--- src/hdl/axis_halfplane_enclosing_box_unit_macros.svh ---
`ifndef AXIS_HALFPLANE_ENCLOSING_BOX_UNIT_MACROS_SVH
`define AXIS_HALFPLANE_ENCLOSING_BOX_UNIT_MACROS_SVH

`ifndef SYNTHESIS
`define AXHP_ASSERT_IMP(lbl, ante, cons) \
  lbl: assert property (@(posedge clk_i) disable iff (!rst_ni) (ante) |-> (cons)) \
    else $error("axhp check failed");
`define AXHP_ASSERT_NXT(lbl, ante, cons) \
  lbl: assert property (@(posedge clk_i) disable iff (!rst_ni) (ante) |=> (cons)) \
    else $error("axhp check failed");
`else
`define AXHP_ASSERT_IMP(lbl, ante, cons)
`define AXHP_ASSERT_NXT(lbl, ante, cons)
`endif

`endif

--- src/hdl/axhp_pkg.sv ---
package axhp_pkg;

  localparam int unsigned CoordW   = 32;
  localparam int unsigned FracBits = 16;
  localparam int unsigned NumW     = CoordW + FracBits;
  localparam int unsigned DivSteps = NumW;
  localparam int unsigned DivCntW  = $clog2(DivSteps);
  localparam int unsigned AreaW    = 2 * CoordW;

  localparam logic [1:0] CmdClear = 2'd0;
  localparam logic [1:0] CmdAdd   = 2'd1;
  localparam logic [1:0] CmdQuery = 2'd2;

  typedef enum logic [1:0] {
    StatOk    = 2'd0,
    StatFull  = 2'd1,
    StatDegen = 2'd2
  } status_e;

  typedef struct packed {
    logic    clear;
    logic    load;
    logic    div_step;
    logic    write;
    logic    scan_init;
    logic    scan_issue;
    logic    diff;
    logic    res_we;
    logic    res_query;
    status_e res_status;
  } dp_cmd_t;

  typedef struct packed {
    logic full;
    logic a_zero;
    logic scan_done;
    logic pipe_idle;
  } dp_stat_t;

  typedef struct packed {
    logic                     vertical;
    logic signed [CoordW-1:0] coef;
    logic signed [CoordW-1:0] term;
    logic signed [CoordW-1:0] line;
  } plane_t;

endpackage

--- src/hdl/axhp_ctrl.sv ---
`include "axis_halfplane_enclosing_box_unit_macros.svh"

module axhp_ctrl (
  input  logic               clk_i,
  input  logic               rst_ni,
  input  logic               start_i,
  input  logic [1:0]         cmd_i,
  input  axhp_pkg::dp_stat_t stat_i,
  output axhp_pkg::dp_cmd_t  dp_cmd_o,
  output logic               busy_o,
  output logic               done_o
);
  import axhp_pkg::*;

  typedef enum logic [7:0] {
    S_IDLE  = 8'b0000_0001,
    S_ADD   = 8'b0000_0010,
    S_DIV   = 8'b0000_0100,
    S_WRITE = 8'b0000_1000,
    S_SCAN  = 8'b0001_0000,
    S_DRAIN = 8'b0010_0000,
    S_DIFF  = 8'b0100_0000,
    S_MUL   = 8'b1000_0000
  } state_e;

  state_e             state_q, state_d;
  logic [DivCntW-1:0] div_cnt_q, div_cnt_d;
  logic               done_q, done_d;

  always_comb begin
    state_d             = state_q;
    div_cnt_d           = div_cnt_q;
    done_d              = 1'b0;
    dp_cmd_o            = '0;
    dp_cmd_o.res_status = StatOk;
    case (state_q)
      S_IDLE: begin
        if (start_i) begin
          case (cmd_i)
            CmdClear: begin
              dp_cmd_o.clear  = 1'b1;
              dp_cmd_o.res_we = 1'b1;
              done_d          = 1'b1;
            end
            CmdAdd: begin
              dp_cmd_o.load = 1'b1;
              state_d       = S_ADD;
            end
            CmdQuery: begin
              dp_cmd_o.load      = 1'b1;
              dp_cmd_o.scan_init = 1'b1;
              state_d            = S_SCAN;
            end
            default: begin
              dp_cmd_o.res_we = 1'b1;
              done_d          = 1'b1;
            end
          endcase
        end
      end
      S_ADD: begin
        if (stat_i.full) begin
          dp_cmd_o.res_we     = 1'b1;
          dp_cmd_o.res_status = StatFull;
          done_d              = 1'b1;
          state_d             = S_IDLE;
        end else if (stat_i.a_zero) begin
          dp_cmd_o.res_we     = 1'b1;
          dp_cmd_o.res_status = StatDegen;
          done_d              = 1'b1;
          state_d             = S_IDLE;
        end else begin
          div_cnt_d = '0;
          state_d   = S_DIV;
        end
      end
      S_DIV: begin
        dp_cmd_o.div_step = 1'b1;
        if (div_cnt_q == DivCntW'(DivSteps - 1)) begin
          state_d = S_WRITE;
        end else begin
          div_cnt_d = div_cnt_q + 1'b1;
        end
      end
      S_WRITE: begin
        dp_cmd_o.write  = 1'b1;
        dp_cmd_o.res_we = 1'b1;
        done_d          = 1'b1;
        state_d         = S_IDLE;
      end
      S_SCAN: begin
        if (stat_i.scan_done) begin
          state_d = S_DRAIN;
        end else begin
          dp_cmd_o.scan_issue = 1'b1;
        end
      end
      S_DRAIN: begin
        if (stat_i.pipe_idle) begin
          state_d = S_DIFF;
        end
      end
      S_DIFF: begin
        dp_cmd_o.diff = 1'b1;
        state_d       = S_MUL;
      end
      S_MUL: begin
        dp_cmd_o.res_we    = 1'b1;
        dp_cmd_o.res_query = 1'b1;
        done_d             = 1'b1;
        state_d            = S_IDLE;
      end
      default: begin
        state_d = S_IDLE;
      end
    endcase
  end

  always_ff @(posedge clk_i or negedge rst_ni) begin
    if (!rst_ni) begin
      state_q   <= S_IDLE;
      div_cnt_q <= '0;
      done_q    <= 1'b0;
    end else begin
      state_q   <= state_d;
      div_cnt_q <= div_cnt_d;
      done_q    <= done_d;
    end
  end

  assign busy_o = (state_q != S_IDLE);
  assign done_o = done_q;

  `AXHP_ASSERT_NXT(a_clear_reply, start_i && !busy_o && cmd_i == CmdClear, done_q)
  `AXHP_ASSERT_IMP(a_done_idle, done_q, state_q == S_IDLE)
  `AXHP_ASSERT_IMP(a_div_range, state_q == S_DIV, div_cnt_q < DivCntW'(DivSteps))

endmodule

--- config.mk ---
export PLATFORM = sky130hd
export DESIGN_NAME = axhp_ctrl
export DESIGN_NICKNAME = d
export VERILOG_FILES = /design/src/hdl/axhp_pkg.sv /design/src/hdl/axhp_ctrl.sv
export VERILOG_INCLUDE_DIRS = /design/src /design/src/hdl
export SDC_FILE = /design/constraint.sdc
export NUM_CORES = 1
export LEC_CHECK = 0
export BUFFER_PORTS_ARGS = -buffer_cell sky130_fd_sc_hd__buf_4
export CAP_MARGIN = 25
export CORE_UTILIZATION = 28
export DETAILED_ROUTE_END_ITERATION = 8
export GPL_ROUTABILITY_DRIVEN = 0
export GPL_TIMING_DRIVEN = 0
export PLACE_DENSITY = 0.57
export RECOVER_POWER = 100
export SYNTH_ARGS = -nofsm -noshare
export SYNTH_HDL_FRONTEND = slang
export SYNTH_SLANG_ARGS = --single-unit
--- constraint.sdc ---
create_clock -name clk_i -period 1.9 [get_ports clk_i]
set_clock_uncertainty 0.15 [all_clocks]
set_input_delay 0.19 -clock clk_i [delete_from_list [all_inputs] [get_ports clk_i]]
set_output_delay 0.19 -clock clk_i [all_outputs]
set_load 0.01 [all_outputs]
==> metrics.csv, run 1 <==
metric,value,unit
status,"finished, violations left",
failing checks,negative setup slack,
Setup TNS,-0.3584,ns
Yosys cell types,42,
critical path depth in cells,5,
HP Class,in2reg,
Synthesis Warnings,0,
GRT overflow,0,
fmax,504.0,MHz
syn_nets,122,
count of state elements after synthesis,15,
final cell count without fillers,198,
Worst Hold Depth,3,
Vias,939,
Async SR Flop Fraction,1.000,
mean post-synth cell area,9.596,sq um
chip width,63.12,microns
final-report hold violation count,0,
fin worst setup slack,-0.08415,ns
"Core Util, Final",0.4412,
H-tree Lvls,1,
DR WL/cell,12.26,microns
drt first-iter violations,28,
first-pass GRT wire length,4153,microns
Longest Clk Path Bufs,2,
total power,0.8066,mW
antenna diode count,0,
Worst Path Max Fanout,5,
PortBufs,21,
"EDFF count, synth",0,
critical path data required time,1.56,ns
Top-Level Pins,22,
vias per cell,4.742,
combinational share of power,0.238,
clock-pin transition on the worst setup and hold timing paths,0.06,ns
worst relative slew slack,0.4608,
worst path cell trace,"nor3_4, nand2_2, or3_1, o211ai_1, buf_4",
Die H,63.12,microns
placed cell area,1261,sq um
power per cell area,527.1,nW/um^2
worst reg2reg path depth,7,
CP Launch Point,state_q[5]$_DFFE_PN0P_,
Bufs and invs on worst path,1,
gr usage total,0.1340,
register share of total power,0.450,
max-cap check violation count,0,
Pleak,0.7213,nW
final worst-path cycle share,1.044,
NetSw,0.2165,mW
Clk network pwr share,0.312,
layout cells sized above 1,0.4539,
Crit Path Class,reg2out,
clock buffer count from CTS,3,
minimum clock period after layout,1.984,ns
hold_sp,stat_i[0],
hold slack,0.03293,ns
share of the yosys chip area belonging to registers,0.3600,
slowest CP cell,dfrtp_2,
largest net degree at the start of global routing,16,
initial antenna violation count,0,
detailed placement HPWL,1699,microns
Finished Cell Area,1530,sq um
CP endpoint kind,output pin,
Post-Syn Instances,109,
Root Buffer,clkbuf_8,
dpl cells,176,
Pre-antenna DRT Iters,4,
die area,3984,sq um
WL final,2428,microns
CP arrival,1.64,ns
"Cell Area, Synth",1046,sq um
crit path launch type,flop,
core region area,3468,sq um
Worst path max stage delay,0.47,ns
vias in the first global route,896,
maximum vdd drop,273.0,uV
unrepaired setup endpoints after global routing,yes,
pre-CTS setup slack,-0.1849,ns
CTS tree,built,
worst slew pin tran,0.8088,ns
Pint,0.5900,mW
Worst-Skew Late Latency,0.25,ns
Final Max Slew Viols,0,
Rows,21,
Layout area overhead,46.29,%
sw frac,0.2685,
antenna-violating nets left,0,
worst r2r src,state_q[7]$_DFFE_PN0P_,
Synth Flop Type,dfrtp_1,
# DRC,0,
fin nets,166,
Initial Util,0.3016,
"CP delay by family, top",simple AND/OR/NAND/NOR gates,
Final setup viols,11,
# clock sinks,15,
-- metal layers --
layer,GRT usage,part of all wire
met1,0.1659,0.43
met2,0.2177,0.52
met3,0.03804,0.041
met4,0.05233,0.013
met5,0,0
-- placed cells by master (no fill, tap or decap), types with 2 or more instances in the layout --
cell type / instances
xor2_1: 2
nand3_1: 3
buf_4: 34
and3_1: 3
nand2b_1: 2
dfrtp_1: 10
a21oi_1: 3
nor2_1: 11
inv_1: 8
clkbuf_8: 3
or3_1: 3
buf_6: 6
a31oi_1: 3
nand4_1: 2
dfrtp_2: 4
nor4b_2: 2
nor3_4: 3
a21o_1: 3
nand2_1: 5
ha_1: 4
nor3_1: 4
o21ai_0: 2
clkbuf_1: 3
-- logic make-up after synthesis --
group,synth area share
flip-flops,0.3601
buffers and inverters,0.06817
adder cells (fa/ha/maj),0.04785
AO/OA/AOI/OAI,0.1184
AND/OR/NAND/NOR,0.3696
XOR/XNOR,0.02512
multiplexers,0.01076
-- path summary, 6_finish.rpt --
| path | slack, ns | end |
|---|---|---|
| max in group asynchronous | 0.65 | state_q[7]$_DFFE_PN0P_ |
| max reg2reg | -0.02 | div_cnt_q[3]$_DFFE_PN0P_ |
| min | 0.03 | state_q[6]$_DFFE_PN0P_ |
| min in group asynchronous | 0.39 | state_q[6]$_DFFE_PN0P_ |
| max | -0.08 | dp_cmd_o[3] |
| min reg2reg | 0.36 | div_cnt_q[1]$_DFFE_PN0P_ |
-- cells in the mapped netlist (2+ instances only) --
cell type | count | area, sq um
nor3_1 | 5 | 25.02
buf_4 | 2 | 15.01
buf_6 | 2 | 22.52
nand3_1 | 3 | 15.01
nor3b_1 | 2 | 15.01
ha_1 | 4 | 50.05
and3_1 | 4 | 25.02
nand2_1 | 7 | 26.28
o21ai_0 | 2 | 10.01
inv_1 | 8 | 30.03
a21oi_1 | 3 | 15.01
xor2_1 | 2 | 17.52
dfrtp_1 | 14 | 350.3
a21o_1 | 3 | 22.52
nand4_1 | 2 | 12.51
nor2_1 | 11 | 41.29
nor3_4 | 2 | 32.53
a31oi_1 | 3 | 18.77
nor4b_1 | 3 | 26.28
nand2b_1 | 2 | 12.51
or3_1 | 4 | 25.02
-- power by group through the flow --
stage	clock network, mW	logic, mW	registers (mW)
5_1_grt	0.283	0.211	0.368
3_5_place_dp	0	0.151	0.366
3_3_place_gp	0	0.147	0.366
6_report	0.252	0.192	0.363
4_1_cts	0.266	0.184	0.362
2_1_floorplan	0	0.0931	0.363
-- cell type report --
type	instances	area, sq um
Fill cell	375	1938
Multi-Input combinational cell	81	671.9
Sequential cell	15	381.6
Timing Repair Buffer	41	317.8
Tap cell	46	57.56
Clock buffer	4	45.04
Inverter	9	33.78
Buffer	2	22.52
-- registers in the layout, indices dropped and copies added (netlist names) --
| name | flops |
|---|---|
| state_q | 8 |
| div_cnt_q | 6 |
| done_o | 1 |
-- repair_timing --
item,CTS,global route
hold buffers,1,0
endpoints found under the hold margin,15,0
resized for setup,13,9
setup buffers,12,7
endpoints found under the setup margin,11,15
pin swaps,9,9
-- tightest hold or removal path, cell delays in order --
cell and delay, ns:
buf_4 0.11, nand2_1 0.06, nor3_1 0.04
(Power assumes the default switching activity.)
==> inputs of run 2 (changes only) <==
--- a/config.mk
+++ b/config.mk
@@ -7,12 +7,11 @@
 export NUM_CORES = 1
 export LEC_CHECK = 0
 export BUFFER_PORTS_ARGS = -buffer_cell sky130_fd_sc_hd__buf_4
-export CAP_MARGIN = 25
 export CORE_UTILIZATION = 28
 export DETAILED_ROUTE_END_ITERATION = 8
 export GPL_ROUTABILITY_DRIVEN = 0
 export GPL_TIMING_DRIVEN = 0
-export PLACE_DENSITY = 0.57
+export PLACE_DENSITY = 0.56
 export RECOVER_POWER = 100
 export SYNTH_ARGS = -nofsm -noshare
 export SYNTH_HDL_FRONTEND = slang
==> constraint.sdc (replaced) <==
create_clock -name clk_i -period 2.6 [get_ports clk_i]
set_clock_uncertainty 0.15 [all_clocks]
set_input_delay 0.26 -clock clk_i [delete_from_list [all_inputs] [get_ports clk_i]]
set_output_delay 0.26 -clock clk_i [all_outputs]
set_load 0.005 [all_outputs]
==> metrics.csv, run 2 (synthesis gave the netlist of run 1 again) <==
metric,value,unit,change
status,completed,,"was finished, violations left"
HP Class,in2reg,,unchanged
worst path cell trace,"buf_6, nor3_2, and2_4, nand4b_2, o211ai_1, buf_4, clkbuf_4",,"was nor3_4, nand2_2, or3_1, o211ai_1, buf_4"
# clock sinks,15,,unchanged
"CP delay by family, top",simple AND/OR/NAND/NOR gates,,unchanged
drt first-iter violations,41,,was 28
vias in the first global route,871,,was 896
fin worst setup slack,0.2504,ns,was -0.08415 ns
largest net degree at the start of global routing,16,,unchanged
Worst-Skew Late Latency,0.25,ns,about the same
detailed placement HPWL,1720,microns,was 1699 microns
vias per cell,4.878,,was 4.742
H-tree Lvls,1,,unchanged
Worst Path Max Fanout,7,,was 5
Layout area overhead,20.81,%,was 46.29%
first-pass GRT wire length,3795,microns,was 4153 microns
Vias,883,,was 939
critical path data required time,2.19,ns,was 1.56 ns
Crit Path Class,reg2out,,unchanged
Rows,21,,unchanged
DR WL/cell,12.04,microns,was 12.26 microns
crit path launch type,flop,,unchanged
PortBufs,21,,unchanged
max reg flops,8,,unchanged
# DRC,0,,unchanged
total power,0.5557,mW,was 0.8066 mW
antenna diode count,0,,unchanged
Hold Buf Count CTS,1,,unchanged
Top reg by flops,state_q,,unchanged
fmax,425.6,MHz,
Setup TNS,0,ns,was -0.3584 ns
initial antenna violation count,0,,unchanged
layout cells sized above 1,0.2667,,was 0.4539
maximum vdd drop,203.7,uV,was 273.0 uV
# Post-CTS Setup Buffers,0,,was 12
slowest CP cell,dfrtp_1,,was dfrtp_2
final-report hold violation count,0,,unchanged
minimum clock period after layout,2.350,ns,
Bufs and invs on worst path,3,,was 1
# resized after CTS,0,,was 13
GRT overflow,0,,unchanged
CTS tree,built,,unchanged
Root Buffer,clkbuf_8,,unchanged
CP endpoint kind,output pin,,unchanged
Initial Util,0.3016,,unchanged
die area,3984,sq um,unchanged
max-cap check violation count,0,,unchanged
Pre-antenna DRT Iters,4,,unchanged
pre-CTS setup slack,0.4876,ns,was -0.1849 ns
power per cell area,439.8,nW/um^2,was 527.1 nW/um^2
core region area,3468,sq um,unchanged
Die H,63.12,microns,unchanged
WL final,2180,microns,was 2428 microns
Pleak,0.6182,nW,was 0.7213 nW
worst relative slew slack,0.4368,,was 0.4608
chip width,63.12,microns,unchanged
"commonest non-fill, non-tap cell in the layout",buf_4,,unchanged
Top-Level Pins,22,,unchanged
most frequent cells in the layout,"buf_4, dfrtp_1, nor2_1",,"was buf_4, nor2_1, dfrtp_1"
CP arrival,1.94,ns,was 1.64 ns
Worst path max stage delay,0.38,ns,was 0.47 ns
Final Max Slew Viols,0,,unchanged
Longest Clk Path Bufs,2,,unchanged
fin nets,149,,was 166
final worst-path cycle share,0.9037,,
Final setup viols,0,,was 11
gr usage total,0.1207,,was 0.1340
clock-pin transition on the worst setup and hold timing paths,0.06,ns,about the same
clock buffer count from CTS,3,,unchanged
antenna-violating nets left,0,,unchanged
unrepaired setup endpoints after global routing,no,,was yes
worst slew pin tran,0.8448,ns,was 0.8088 ns
==> run 2: cell types whose count changed in the layout (fill, tap and decap cells not counted), moves of 2 or more <==
cell	before	now
clkbuf_4	0	6
nor4b_2	2	0
buf_4	34	15
dfrtp_2	4	0
nor4b_1	1	4
buf_6	6	2
dfrtp_1	10	14
nand2_1	5	7
==> run 2: worst register-to-register path: stages (launching register included) <==
cell,delay (ns)
dfrtp_1,0.38
buf_6,0.14
nor3_4,0.19
nand4_1,0.35
inv_2,0.20
a32oi_1,0.17
a211o_1,0.35
==> run 2: final timing paths <==
kind	slack [ns]	cells after the start	endpoint	startpoint
min reg2reg	0.36	1	div_cnt_q[1]$_DFFE_PN0P_	div_cnt_q[1]$_DFFE_PN0P_
max	0.25	7	dp_cmd_o[3]	state_q[4]$_DFFE_PN0P_
min in group asynchronous	0.49	2	state_q[6]$_DFFE_PN0P_	rst_ni
max reg2reg	0.57	6	div_cnt_q[3]$_DFFE_PN0P_	state_q[4]$_DFFE_PN0P_
max in group asynchronous	1.29	2	div_cnt_q[3]$_DFFE_PN0P_	rst_ni
min	0.10	3	state_q[6]$_DFFE_PN0P_	stat_i[0]
==> run 2: layout make-up <==
type | instances | area [sq um]
Buffer | 4 | 37.54
Clock buffer | 4 | 45.04
Fill cell | 379 | 2205
Inverter | 9 | 33.78
Sequential cell | 15 | 376.6
Timing Repair Buffer | 22 | 160.2
Tap cell | 46 | 57.56
Multi-Input combinational cell | 81 | 553.0
==> run 2: layer usage <==
metal | share of wire | global-route usage | vias to the layer above
li1 | - | - | 438
met1 | 0.45 | 0.1451 | 421
met2 | 0.48 | 0.2070 | 24
met3 | 0.068 | 0.04529 | 0
met4 | 0 | 0.01744 | 0
met5 | 0 | 0 | -
==> run 2: per-stage QoR <==
stage	area, sq um	cells	util	hold slack (ns)
floorplan	1046	109	-	-0.1856
global placement	1261	176	0.3636	-0.02356
detailed placement	1261	176	0.3636	-0.01637
CTS	1316	181	0.3795	0.09727
global route	1264	181	0.3644	0.1015
finish	1264	181	0.3644	0.1036
==> run 2: power by group <==
part,internal [mW],leakage (nW),switching (mW)
logic,0.0519,0.393,0.0467
clock network,0.109,0.0228,0.0835
registers,0.248,0.202,0.0167
total,0.409,0.618,0.147
